`config.mk`:
```
export PLATFORM = sky130hd
export DESIGN_NAME = gblur_front_flat
export DESIGN_NICKNAME = d
export VERILOG_FILES = /design/src/design/assert_macros.svh /design/src/design/gblur_pkg.sv /design/src/design/gblur_stream_if.sv /design/src/design/gblur_front.sv /design/src/flat_wrapper.sv
export SDC_FILE = /design/constraint.sdc
export NUM_CORES = 1
export LEC_CHECK = 0
export BUFFER_PORTS_ARGS = -buffer_cell sky130_fd_sc_hd__buf_4
export CAP_MARGIN = 20
export CORE_MARGIN = 4
export CORE_UTILIZATION = 50
export DETAILED_ROUTE_END_ITERATION = 16
export GPL_TIMING_DRIVEN = 0
export PLACE_DENSITY_LB_ADDON = 0.12
export RECOVER_POWER = 25
export SYNTH_ARGS = -nofsm -noshare
export SYNTH_HDL_FRONTEND = slang
export SYNTH_SLANG_ARGS = --single-unit
```
`constraint.sdc`:
```
create_clock -name clk_i -period 7 [get_ports clk_i]
set_clock_uncertainty 0.2 [all_clocks]
set_input_delay 0.7 -clock clk_i [delete_from_list [all_inputs] [get_ports clk_i]]
set_output_delay 0.7 -clock clk_i [all_outputs]
set_load 0.05 [all_outputs]
```
`src/design/assert_macros.svh`:
```
// assertion macros shared by the blur design files
// no dependencies; included by modules that check their own logic
`ifndef ASSERT_MACROS_SVH
`define ASSERT_MACROS_SVH

// property must hold at every clock edge outside reset
`define GBLUR_ASSERT(name, clk, rstn, prop, msg) \
  name: assert property (@(posedge clk) disable iff (!rstn) (prop)) \
    else $error(msg);

// condition must never be seen outside reset
`define GBLUR_ASSERT_NEVER(name, clk, rstn, cond, msg) \
  `GBLUR_ASSERT(name, clk, rstn, !(cond), msg)

`endif

```
`src/design/gblur_pkg.sv`:
```
// shared types and constants of the 3x3 blur stream
// no dependencies; used by every other design file but assert_macros.svh
`default_nettype none

package gblur_pkg;

  localparam int unsigned PixW       = 8;
  localparam int unsigned ColW       = 12;
  localparam int unsigned RowW       = 13;
  localparam int unsigned SumW       = 12;
  localparam int unsigned DivShift   = 4;
  localparam int unsigned QueueDepth = 2;
  localparam int unsigned PaddrW     = 3;
  localparam int unsigned RegIdxBit  = 2;
  localparam int unsigned DataW      = 32;

  localparam logic [ColW-1:0] WidthReset  = 12'd1920;
  localparam logic [RowW-1:0] HeightReset = 13'd2520;

  typedef enum logic {
    OpPixel = 1'b0,
    OpDrain = 1'b1
  } op_e;

  typedef enum logic {
    RegWidth  = 1'b0,
    RegHeight = 1'b1
  } reg_e;

  typedef struct packed {
    logic            operation;
    logic [PixW-1:0] pixel;
  } in_item_t;

  typedef struct packed {
    logic [PixW-1:0] filtered_pixel;
    logic            last_of_frame;
    logic            frame_changed;
  } out_item_t;

  // frame settings and restart strobe from the register block
  typedef struct packed {
    logic            restart;
    logic [ColW-1:0] width_m1;
    logic [RowW-1:0] height_m1;
  } frame_ctl_t;

  // classified item passed from front to back
  typedef struct packed {
    logic [ColW-1:0] col;
    logic [PixW-1:0] incoming;
    logic            emit;
    logic            top;
    logic            bottom;
    logic            left;
    logic            right;
    logic            last;
  } entry_t;

endpackage

`default_nettype wire

```
`src/design/gblur_stream_if.sv`:
```
// valid/ready stream interfaces for the blur input and output channels
// depends on gblur_pkg for the payload types
`default_nettype none

interface gblur_in_if ();
  logic                 valid;
  logic                 ready;
  gblur_pkg::in_item_t  data;

  modport source (output valid, output data, input ready);
  modport sink   (input valid, input data, output ready);
endinterface


`default_nettype wire

```
`src/design/gblur_front.sv`:
```
// front end: accepts input transfers, tracks raster and output positions,
// and tags each item with border and end-of-frame flags; depends on gblur_pkg and gblur_stream_if
`default_nettype none

module gblur_front (
  input  logic                  clk_i,
  input  logic                  rst_ni,
  input  gblur_pkg::frame_ctl_t ctl_i,
  gblur_in_if.sink              in_i,
  output logic                  push_valid_o,
  input  logic                  push_ready_i,
  output gblur_pkg::entry_t     push_data_o
);

  localparam logic [1:0] RowsFull = 2'd2;

  logic [gblur_pkg::ColW-1:0] col_q, ocol_q;
  logic [gblur_pkg::RowW-1:0] orow_q;
  logic [1:0]                 rows_q;
  logic                       accept, emit, last;
  logic                       col_end, ocol_end, orow_end;

  assign in_i.ready   = push_ready_i;
  assign push_valid_o = in_i.valid;
  assign accept       = in_i.valid && push_ready_i;

  // results start once the window has seen one row plus one pixel
  assign emit     = (rows_q == RowsFull) || (rows_q == 2'd1 && col_q != '0);
  assign col_end  = (col_q == ctl_i.width_m1);
  assign ocol_end = (ocol_q == ctl_i.width_m1);
  assign orow_end = (orow_q == ctl_i.height_m1);
  assign last     = emit && ocol_end && orow_end;

  // classified item
  always_comb begin
    push_data_o.col      = col_q;
    push_data_o.incoming = (in_i.data.operation == gblur_pkg::OpDrain)
                           ? '0 : in_i.data.pixel;
    push_data_o.emit     = emit;
    push_data_o.top      = (orow_q == '0);
    push_data_o.bottom   = orow_end;
    push_data_o.left     = (ocol_q == '0);
    push_data_o.right    = ocol_end;
    push_data_o.last     = last;
  end

  // input and output position counters
  always_ff @(posedge clk_i or negedge rst_ni) begin
    if (!rst_ni) begin
      col_q  <= '0;
      rows_q <= '0;
      ocol_q <= '0;
      orow_q <= '0;
    end else if (ctl_i.restart || (accept && last)) begin
      col_q  <= '0;
      rows_q <= '0;
      ocol_q <= '0;
      orow_q <= '0;
    end else if (accept) begin
      col_q <= col_end ? '0 : col_q + gblur_pkg::ColW'(1);
      if (col_end && rows_q != RowsFull) begin
        rows_q <= rows_q + 2'd1;
      end
      if (emit) begin
        ocol_q <= ocol_end ? '0 : ocol_q + gblur_pkg::ColW'(1);
        if (ocol_end) begin
          orow_q <= orow_q + gblur_pkg::RowW'(1);
        end
      end
    end
  end

endmodule

`default_nettype wire

```
`src/flat_wrapper.sv`:
```
// flat-port wrapper written by rule: the top's interface ports become plain ports
module gblur_front_flat 
  (clk_i, rst_ni, ctl_i, push_valid_o, push_ready_i, push_data_o, in_i_valid, in_i_data, in_i_ready);
  gblur_in_if in_i_i ();
  input  logic clk_i;
  input  logic rst_ni;
  input  gblur_pkg::frame_ctl_t ctl_i;
  output logic push_valid_o;
  input  logic push_ready_i;
  output gblur_pkg::entry_t push_data_o;
  input wire logic [$bits(in_i_i.valid)-1:0] in_i_valid;
  input wire logic [$bits(in_i_i.data)-1:0] in_i_data;
  output wire logic [$bits(in_i_i.ready)-1:0] in_i_ready;
  assign in_i_i.valid = in_i_valid;
  assign in_i_i.data = in_i_data;
  assign in_i_ready = in_i_i.ready;
  gblur_front u_core (.clk_i(clk_i), .rst_ni(rst_ni), .ctl_i(ctl_i), .in_i(in_i_i), .push_valid_o(push_valid_o), .push_ready_i(push_ready_i), .push_data_o(push_data_o));
endmodule
```
==> run metrics <==
Critical Path End Type=primary output; Clock Path Buffers=2; Fin. Hold Viols=0; relative slew slack=-46.1%; total grt overflow=0; setup slack, reg-to-reg=4.32 ns; Final Cycle Share=roughly 45%; fin nets=about 430; Area Overhead vs Synth=25.0%; Setup Buffers After CTS=0; FP Rows=26; clk_lat worst skew=0.30 ns; Final Max Tran Viols=40; FMAX=about 0.32 GHz; HPWL after detailed placement=5110 µm; Final min period=3.15 ns; clock share of power=38.1%; commonest cells after routing, fill and taps aside=buf_4 (70), dfrtp_1 (39), nor2_1 (38), xnor2_1 (29), xor2_1 (28); Finished Layout Cells=453; unrepaired setup endpoints after global routing=no; switching power=0.138 mW; DRC Markers=0; # hold bufs at CTS=0; cell count after synthesis=310; GRT Overall Usage=21.5%; drt first pass iters=4; met3 Track Usage GR=4.45%; IO Pins=67; r2r startpoint=u_core.col_q[0]; Syn. warnings=0; drt first-iter violations=116; #FFs+latches synth=39; FF-to-FF path depth=10; Routed Antenna Nets=0; CP max FO=7; Sw Share=26.6%; worst min-delay path category=flop to flop; Crit Path Class=flop to primary output; setup TNS=0 ns; H-tree depth=2; max cap viols=1; TritonCTS Buffers=5; initial antenna violation count=0; WL/cell=14.6 µm; Worst-path clk slew=0.08 ns; Die Height=82.2 µm; pin count of the biggest net entering global routing=40; Critical Path Start Type=flop; Worst Max-Slew Pin Slew=2.19 ns; reg2reg end=u_core.ocol_q[8]; WHS=0.355 ns; CTS tree=yes; Avg Inst Size Synth=slightly below 9 µm²; most common cell after layout, fill and taps aside=buf_4; met2 usage=37.5%; Logic pwr share=17.1%; failing checks=capacitance limit, slew limit; P per Cell Area=151 mW/mm²; Final GP Congestion=approximately 0.82; busiest layer in global routing=met2; post-synthesis sequential area ratio=35.4%; Root Buffer=clkbuf_8; Top FF cell, synth=dfrtp_1; placed cell count=445; Mapped Area=0.00275 mm²; CP Capture Point=push_data_o[0]; Worst EP arrival=~2.3 ns; Die W=82.2 µm; Die ar.=0.00676 mm²; met1 Track Usage GR=26.6%; # port buffers=65; Mapped Nets=357; first-pass GRT wire length=11,200 µm; Vias=2,417; EDFF count, synth=0; count of different cell masters after synthesis=43; core area=0.00524 mm²; Clock Sinks=39; Post-CTS Resized=0; maximum VDD drop=99.6 µV; vias per inst=5.34; initial core utilization=a little over half; layout cell share with drive strength beyond 1=about 27%; Seq pwr share=44.8%; n_diodes=0; ys async rst share=100%; leakage power=1.64 nW; beginning of the critical path=u_core.orow_q[8]; outcome=complete, but fails checks; drt total wl=6630 µm; vias in the first global route=2,400; WP data required=6.10 ns; Pint=0.380 mW; # setup viols final=0
[through the flow]
| step | worst slack [ns] | utilization (%) | instance area [µm²] | power [mW] |
|---|---|---|---|---|
| floorplan | 3.72 | - | 2750 | 0.284 |
| global placement | 3.93 | 63.6 | 3330 | 0.324 |
| detailed placement | 3.90 | 63.6 | 3330 | 0.326 |
| CTS | 3.83 | 65.8 | 3450 | 0.524 |
| global route | 3.72 | 65.7 | 3440 | 0.542 |
| finish | 3.85 | 65.7 | 3440 | 0.518 |
[flip-flops by register name, indices dropped and copies added (netlist names)]
signal and cells:
u_core.orow_q 13, u_core.col_q 12, u_core.ocol_q 12, u_core.rows_q 2
[worst min path at each step]
| stage | startpoint | endpoint | cells after the start |
|---|---|---|---|
| floorplan | rst_ni | u_core.col_q[0] | 0 |
| global placement | u_core.rows_q[1] | u_core.rows_q[1] | 2 |
| detailed placement | u_core.rows_q[1] | u_core.rows_q[1] | 2 |
| CTS | rst_ni | u_core.orow_q[11] | 1 |
| global route | u_core.rows_q[1] | u_core.rows_q[1] | 2 |
| finish | u_core.rows_q[1] | u_core.rows_q[1] | 2 |
[power groups by stage]
stage	sequential, mW	combinational (mW)	clock (mW)
after CTS	0.232	0.0899	0.202
final	0.232	0.0886	0.198
after detailed placement	0.236	0.0897	0
after global placement	0.237	0.0876	0
after global routing	0.233	0.0958	0.214
after floorplan	0.237	0.0471	0
[kinds of logic after synthesis]
| kind of cell | Yosys count | synth area share (%) |
|---|---|---|
| xor gates and xnor gates | 57 | 18.1 |
| DFF | 39 | 35.4 |
| adders and majority gates | 8 | 3.63 |
| buffers and inverters | 34 | 6.22 |
| and+or+nand+nor | 141 | 27.9 |
| muxes | 2 | 0.772 |
| AOI/OAI and AO/OA | 29 | 7.86 |
[worst max-delay path, cell delays in order (launching register included)]
cell	delay [ns]
dfrtp_1	0.36
clkbuf_1	0.19
xor2_1	0.18
nor4_1	0.28
nand2_1	0.15
nor2_2	0.29
and3_1	0.20
buf_4	0.10
buf_4	0.18
[per-layer routing]
| layer | routed length (µm) | share of wire, % |
|---|---|---|
| met1 | 2910 | 44 |
| met5 | 0 | 0 |
| met3 | 340 | 5.1 |
| met2 | 3300 | 50 |
| met4 | 74 | 1.1 |
[cell type report]
class,count,area [µm²]
multi-input cells,237,1610
plain buffers,22,126
repair buffers,65,484
fillers,438,1790
clock inverters,2,35.0
well taps,70,87.6
clock buffers,6,82.6
inverters,12,45.0
flip-flops and latches,39,976
[synthesized netlist by cell type, drive strengths merged, types with 2 or more instances]
| cell type | count | area share, % |
|---|---|---|
| xnor2 | 29 | 9.2 |
| ha | 8 | 3.6 |
| nor4b | 3 | 1.2 |
| nor4 | 8 | 2.3 |
| nor2b | 10 | 2.3 |
| clkbuf | 8 | 1.3 |
| a22o | 3 | 0.95 |
| nor3 | 5 | 1.3 |
| dfrtp | 39 | 35 |
| nor2 | 39 | 5.4 |
| o21ai | 7 | 1.3 |
| xor2 | 28 | 8.9 |
| nand4 | 14 | 4.0 |
| nand2 | 24 | 3.3 |
| nand3 | 16 | 2.9 |
| a31oi | 2 | 1.0 |
| a221o | 4 | 1.5 |
| inv | 12 | 1.6 |
| buf | 14 | 3.3 |
| or2 | 4 | 0.91 |
| a21oi | 9 | 1.6 |
| and3 | 12 | 2.7 |
| or3 | 2 | 0.45 |
No activity file was read; power rests on OpenSTA's default activity.
