==> src/design/assert_macros.svh <==
// assertion macros shared by the blur design files
// no dependencies; included by modules that check their own logic
`ifndef ASSERT_MACROS_SVH
`define ASSERT_MACROS_SVH

// property must hold at every clock edge outside reset
`define GBLUR_ASSERT(name, clk, rstn, prop, msg) \
  name: assert property (@(posedge clk) disable iff (!rstn) (prop)) \
    else $error(msg);

// condition must never be seen outside reset
`define GBLUR_ASSERT_NEVER(name, clk, rstn, cond, msg) \
  `GBLUR_ASSERT(name, clk, rstn, !(cond), msg)

`endif

==> src/design/gblur_pkg.sv <==
// shared types and constants of the 3x3 blur stream
// no dependencies; used by every other design file but assert_macros.svh
`default_nettype none

package gblur_pkg;

  localparam int unsigned PixW       = 8;
  localparam int unsigned ColW       = 12;
  localparam int unsigned RowW       = 13;
  localparam int unsigned SumW       = 12;
  localparam int unsigned DivShift   = 4;
  localparam int unsigned QueueDepth = 2;
  localparam int unsigned PaddrW     = 3;
  localparam int unsigned RegIdxBit  = 2;
  localparam int unsigned DataW      = 32;

  localparam logic [ColW-1:0] WidthReset  = 12'd1920;
  localparam logic [RowW-1:0] HeightReset = 13'd2520;

  typedef enum logic {
    OpPixel = 1'b0,
    OpDrain = 1'b1
  } op_e;

  typedef enum logic {
    RegWidth  = 1'b0,
    RegHeight = 1'b1
  } reg_e;

  typedef struct packed {
    logic            operation;
    logic [PixW-1:0] pixel;
  } in_item_t;

  typedef struct packed {
    logic [PixW-1:0] filtered_pixel;
    logic            last_of_frame;
    logic            frame_changed;
  } out_item_t;

  // frame settings and restart strobe from the register block
  typedef struct packed {
    logic            restart;
    logic [ColW-1:0] width_m1;
    logic [RowW-1:0] height_m1;
  } frame_ctl_t;

  // classified item passed from front to back
  typedef struct packed {
    logic [ColW-1:0] col;
    logic [PixW-1:0] incoming;
    logic            emit;
    logic            top;
    logic            bottom;
    logic            left;
    logic            right;
    logic            last;
  } entry_t;

endpackage

`default_nettype wire

==> src/design/gblur_queue.sv <==
// two-entry queue decoupling the classifier from the filter datapath
// depends on gblur_pkg and assert_macros.svh
`default_nettype none
`include "assert_macros.svh"

module gblur_queue (
  input  logic              clk_i,
  input  logic              rst_ni,
  input  logic              push_valid_i,
  output logic              push_ready_o,
  input  gblur_pkg::entry_t push_data_i,
  output logic              pop_valid_o,
  input  logic              pop_ready_i,
  output gblur_pkg::entry_t pop_data_o
);

  localparam int unsigned PtrW = $clog2(gblur_pkg::QueueDepth);
  localparam int unsigned CntW = $clog2(gblur_pkg::QueueDepth + 1);

  gblur_pkg::entry_t slot_q [gblur_pkg::QueueDepth];
  logic [PtrW-1:0]   wr_ptr_q, rd_ptr_q;
  logic [CntW-1:0]   count_q;
  logic              push, pop;

  assign push_ready_o = (count_q != CntW'(gblur_pkg::QueueDepth));
  assign pop_valid_o  = (count_q != '0);
  assign pop_data_o   = slot_q[rd_ptr_q];
  assign push         = push_valid_i && push_ready_o;
  assign pop          = pop_valid_o && pop_ready_i;

  // pointers and fill count
  always_ff @(posedge clk_i or negedge rst_ni) begin
    if (!rst_ni) begin
      wr_ptr_q <= '0;
      rd_ptr_q <= '0;
      count_q  <= '0;
    end else begin
      if (push) begin
        wr_ptr_q <= wr_ptr_q + PtrW'(1);
      end
      if (pop) begin
        rd_ptr_q <= rd_ptr_q + PtrW'(1);
      end
      if (push && !pop) begin
        count_q <= count_q + CntW'(1);
      end else if (pop && !push) begin
        count_q <= count_q - CntW'(1);
      end
    end
  end

  // entry storage
  always_ff @(posedge clk_i) begin
    if (push) begin
      slot_q[wr_ptr_q] <= push_data_i;
    end
  end

  `GBLUR_ASSERT(a_count_bound, clk_i, rst_ni, count_q <= CntW'(gblur_pkg::QueueDepth), "queue count above depth")
  `GBLUR_ASSERT(a_count_up, clk_i, rst_ni, push && !pop |=> count_q == $past(count_q) + CntW'(1), "queue count missed a push")
  `GBLUR_ASSERT(a_count_down, clk_i, rst_ni, pop && !push |=> count_q == $past(count_q) - CntW'(1), "queue count missed a pop")

endmodule

`default_nettype wire

==> config.mk <==
export PLATFORM = sky130hd
export DESIGN_NAME = gblur_queue
export DESIGN_NICKNAME = d
export VERILOG_FILES = /design/src/design/gblur_pkg.sv /design/src/design/gblur_queue.sv
export VERILOG_INCLUDE_DIRS = /design/src /design/src/design
export SDC_FILE = /design/constraint.sdc
export NUM_CORES = 1
export LEC_CHECK = 0
export BUFFER_PORTS_ARGS = -buffer_cell sky130_fd_sc_hd__buf_2
export CAP_MARGIN = 30
export CORE_MARGIN = 2
export CORE_UTILIZATION = 51
export CTS_CLUSTER_SIZE = 30
export DETAILED_ROUTE_END_ITERATION = 10
export PLACE_DENSITY = 0.89
export SETUP_SLACK_MARGIN = 0.4
export SLEW_MARGIN = 20
export SYNTH_ARGS = -nofsm -noshare
export SYNTH_HDL_FRONTEND = slang
export SYNTH_SLANG_ARGS = --single-unit
==> constraint.sdc <==
create_clock -name clk_i -period 2.5 [get_ports clk_i]
set_clock_uncertainty 0.15 [all_clocks]
set_input_delay 0.375 -clock clk_i [delete_from_list [all_inputs] [get_ports clk_i]]
set_output_delay 0.375 -clock clk_i [all_outputs]
set_load 0.01 [all_outputs]
==> results of run 1 <==
critical path, stage by stage (launching register included):
cell and delay (ns):
dfrtp_2 0.47, buf_12 0.23, mux2_2 0.36, buf_2 0.14
cells in the final DEF, fill, tap and decap left out:
master,Yosys,final
nand2b_1,1,1
and3_1,1,1
clkinv_4,0,2
nor2_2,0,1
nor2_1,2,1
dfrtp_2,0,1
xor2_1,2,2
ha_1,1,1
clkbuf_8,0,5
buf_12,2,3
buf_2,0,57
bufinv_16,0,1
dfrtp_1,4,3
mux2_2,7,7
buf_4,0,1
xnor2_1,3,3
dlygate4sd3_1,0,1
inv_1,1,1
mux2_4,19,19
nand2_1,2,2
or2_1,1,1
edfxtp_1,52,52
cell type report:
type	instances	area [um2]	share of cell area
Clock inverter	3	47.5	0.0178
Timing Repair Buffer	62	363	0.136
Tap cell	50	62.6	0.0235
Multi-Input combinational cell	39	457	0.171
Clock buffer	5	68.8	0.0258
Sequential cell	56	1660	0.624
Inverter	1	3.75	0.00141
stage by stage:
stage	area, um2	setup slack [ns]
2_1_floorplan	2170	0.557
3_3_place_gp	2540	0.752
3_5_place_dp	2540	0.672
4_1_cts	2670	0.458
5_1_grt	2670	0.416
6_report	2670	0.478
final timing paths:
| kind | end | slack [ns] | cells past startpoint |
|---|---|---|---|
| min in group asynchronous | wr_ptr_q | 0.26 | 2 |
| max | pop_data_o[11] | 0.48 | 3 |
| max reg2reg | slot_q[0][4] | 0.69 | 4 |
| min reg2reg | count_q[1] | 0.37 | 1 |
| max in group asynchronous | rd_ptr_q | 1.80 | 2 |
| min | slot_q[1][7] | 0.10 | 1 |
kinds of logic after synthesis:
| logic type | count (synthesis) | synth area share |
|---|---|---|
| xor+xnor | 5 | 0.0202 |
| fa+ha+maj | 1 | 0.00576 |
| buf+inv | 4 | 0.0254 |
| flops | 56 | 0.765 |
| mux | 26 | 0.168 |
| simple gates | 7 | 0.0156 |
report_power, final:
part / switching [mW] / internal [mW] / total, mW
Clock: 0.282 / 0.302 / 0.584
Combinational: 0.498 / 0.571 / 1.07
Sequential: 0.0937 / 1.29 / 1.38
metal layers:
layer,GRT usage,part of all wire,vias to the layer above
met1,0.158,0.38,499
li1,-,-,509
met3,0.0640,0.084,3
met5,0,0,-
met4,0.0327,0.0089,0
met2,0.270,0.52,44
registers in the layout, summed over array words and instances (netlist names):
| name | flops |
|---|---|
| slot_q | 52 |
| rd_ptr_q | 1 |
| count_q | 2 |
| wr_ptr_q | 1 |
timing repair:
| action | 4_1_cts | 5_1_grt |
|---|---|---|
| endpoints found under the hold margin | 4 | 0 |
| gates resized for setup | 1 | 0 |
| hold buffers | 1 | 0 |
| endpoints found under the setup margin | 3 | 0 |
==> impl_metrics.toml, run 1 <==
[setup_path]
critPathRequiredTime_ns = 1.98
worstSetupEndpointType = "output pin"
r2r-start = "count_q[0]"
crit_type = "flip-flop to output pin"
path_max_fanout = 21
cp-startpoint = "rd_ptr_q"
arrival_ns = 1.50
start_kind = "flip-flop"

[placement]
place_inst = 207
numPortBuffers = 57
gp_congestion = 0.732
dp_hpwl_um = 2560

[final_layout]
fin_cells = 216
area_growth_syn_to_layout_pct = 22.8
fin_util = 0.657
nNetsFinal = 196
nFillCells = 289
n_antenna_cell = 0
drive_gt1_frac = 0.584

[timing]
setup_viol = 0
relSlewSlack = 0.675
layout_min_cycle_time_ns = 2.02
finalHoldViolCount = 0
fin_setup_tns_ns = 0
worst_pin_slew_ns = 0.487
drv_slew = 0
grt_setup_unrepaired = "no"
whs_ns = 0.103
period_share = 0.809
fmax_mhz = 494

[global_routing]
grt_pass1_wl_um = 5370
grt_max_degree = 22
grt_pass1_vias = 1148
grt_overflow = 0
grt_antenna_before_repair = 0
grt.total_usage = 0.148

[synth]
synth.top_cell.area_share = 0.719
synth_edf_count = 52
synth_top_area_cell = "edfxtp_1"
yosysUniqueCellTypes = 15
synth_area_mm2 = 0.00217
synth_flop_cell = "edfxtp_1"
ys_top_cells_by_count = "52 x edfxtp_1, 19 x mux2_4, 7 x mux2_2"
synth-seq-cells = 56
syn_nets = 130
ys_warn_count = 0
ys_seq_area_frac = 0.765
synthArstFlopShare = 0.0714
synthCells = 99
yosysMostFrequentCell = "edfxtp_1"
syn_avg_cell_area_um2 = 21.9
synth_area_leaders = "edfxtp_1 72%, mux2_4 13%, dfrtp_1 4.6%"

[drt]
drc = 0
ant_nets = 0
vias = 1055
drt-pass1-iter-count = 4
post_drt_wl_per_cell_um = 15.7
vias_per_cell = 4.88
wl_um = 3390
drt_iter0_markers = 63

[job]
maxCapViolations = 0

[floorplan]
die-area_mm2 = 0.00479
rows = 23
initial_core_util = 0.535
pin_count = 58
fp.coreArea_mm2 = 0.00406
die_height_um = 69.2
dieWidth_um = 69.2

[clock_network]
cts_sinks = 56
path_clk_slew_ns = 0.10
tritoncts = "yes"
cts_buffers = 5
insertion_delay_ns = 0.31
htree_levels = 2
root_buffer = "clkbuf_8"
post-cts-setup-buffers = 0
cts_max_path_buffers = 2

[power_and_ir_drop]
power_leakage_nw = 1.08
power.density_mw_per_mm2 = 1140
finalPower_mw = 3.03
ir_worst_vdd_mv = 0.676

[min_path]
hp-start = "push_data_i[7]"
hold_class = "input port to flip-flop"

[status]
status = "finished clean"
(Power assumes the default switching activity.)
==> run 2: changes to the inputs <==
- clock period: 2.5 -> 2.06 ns (I/O delays scaled with it)
==> run 2 against run 1 <==
Net effect: global-route usage up 0.18 points; worst setup slack got worse by 0.28 ns; cell area grew 2.3%; hold slack lost 0.062 ns; flip-flop and latch count did not move; sequential power up 22%; first-iteration DRC count grew 29%; critical endpoint is now pop_data_o[17].
==> impl_metrics.toml, run 2 (same netlist as run 1, synthesis figures left out) <==
[global_routing]
grt_max_degree = 27
grt_pass1_wl_um = 5330
grt.total_usage = 0.150
grt_antenna_before_repair = 0
grt_pass1_vias = 1121
grt_overflow = 0

[drt]
drt-pass1-iter-count = 4
drt_iter0_markers = 81
vias = 1099
vias_per_cell = 5.04
drc = 0
ant_nets = 0
wl_um = 3480
post_drt_wl_per_cell_um = 16.0

[timing]
setup_viol = 0
fin_setup_tns_ns = 0
whs_ns = 0.0406
period_share = 0.903
layout_min_cycle_time_ns = 1.86
fmax_mhz = 538
drv_slew = 0
grt_setup_unrepaired = "yes"
finalHoldViolCount = 0
relSlewSlack = 0.763
worst_pin_slew_ns = 0.356

[setup_path]
r2r_slack_ns = 0.43
path_max_fanout = 10
critPathRequiredTime_ns = 1.60
crit_chain = "clkbuf_16 -> mux2_4 -> buf_2"
max_stage_delay_ns = 0.47
path_buf_inv = 2
arrival_ns = 1.40
cp_top_family = "flip-flops"
start_kind = "flip-flop"
worstSetupEndpointType = "output pin"
crit_type = "flip-flop to output pin"
slowest_stage = "dfrtp_2"

[clock_network]
root_buffer = "clkbuf_8"
cts_sinks = 56
tritoncts = "yes"
path_clk_slew_ns = 0.09
htree_levels = 2
insertion_delay_ns = 0.30
cts_buffers = 5
cts_max_path_buffers = 2

[final_layout]
reg.largest.list = "slot_q (52), count_q (2)"
drive_gt1_frac = 0.631
fin_util = 0.672
area_growth_syn_to_layout_pct = 25.6
nNetsFinal = 199
largest-register = "slot_q"
largest_reg_flops = 52
n_antenna_cell = 0
final_common_cell = "buf_2"
fin_area_mm2 = 0.00273
final_cell_mix = "57 x buf_2, 52 x edfxtp_1, 19 x mux2_4, 7 x mux2_2, 5 x clkbuf_8"

[power_and_ir_drop]
power.density_mw_per_mm2 = 1420
clkPwrFrac = 0.204
combPwrFrac = 0.364
switchingPower_mw = 1.08
finalPower_mw = 3.89
ir_worst_vdd_mv = 1.24
power_leakage_nw = 1.11
swShare = 0.279
pwr-share-seq = 0.432
p_int_mw = 2.80

[placement]
placed_area_mm2 = 0.00251
gp_congestion = 0.765
numPortBuffers = 57
dp_hpwl_um = 2390

[floorplan]
fp.coreArea_mm2 = 0.00406
initial_core_util = 0.535
dieWidth_um = 69.2
die_height_um = 69.2
rows = 23
pin_count = 58
die-area_mm2 = 0.00479

[job]
maxCapViolations = 0

[status]
status = "finished clean"

[min_path]
hold_class = "input port to flip-flop"
-- run 2: per-layer routing --
metal	vias up	share of wire	global-route usage
met5	-	0	0
li1	513	-	-
met4	0	0.0083	0.0523
met2	48	0.52	0.244
met3	3	0.072	0.0669
met1	535	0.40	0.178
-- run 2: power by group through the flow --
stage	Sequential (mW)	Clock, mW	Combinational [mW]
detailed placement	1.70	0	1.29
global route	1.70	0.871	1.51
CTS	1.67	0.812	1.35
floorplan	1.66	0	0.978
finish	1.68	0.794	1.41
global placement	1.67	0	1.25
-- run 2: final timing paths --
kind                                      from              to  cells past startpoint
worst min register to register        wr_ptr_q        wr_ptr_q                      1
worst min-delay path            push_data_i[5]    slot_q[1][5]                      1
worst max register to register      count_q[1]      count_q[1]                      6
min in group asynchronous               rst_ni        wr_ptr_q                      2
worst max-delay path                  rd_ptr_q  pop_data_o[17]                      3
max in group asynchronous               rst_ni        rd_ptr_q                      2
-- run 2: per-stage QoR --
step                setup WS, ns  cells
floorplan                  0.415     99
detailed placement         0.347    207
global placement           0.455    207
finish                     0.200    218
global route               0.155    218
CTS                        0.181    216
-- run 2: layout make-up --
class / count / area, um2
Inverter: 1 / 3.75
Tap cell: 50 / 62.6
Sequential cell: 56 / 1660
Clock buffer: 5 / 68.8
Clock inverter: 2 / 60.1
Timing Repair Buffer: 65 / 382
Fill cell: 277 / 1330
Multi-Input combinational cell: 39 / 488
-- run 2: worst register-to-register path: stages, from the launching register on --
cell and delay, ns:
dfrtp_1 0.44, or2_1 0.28, nand2_2 0.08, ha_2 0.19, xor2_2 0.17, nor2_2 0.05, xor2_1 0.15
-- run 2: repair_timing --
item,4_1_cts,5_1_grt
endpoints found under the setup margin,38,27
pin swaps,0,2
gates cloned,0,1
resized for setup,4,6
setup buffers,1,1
endpoints found under the hold margin,4,0
hold buffers,1,0
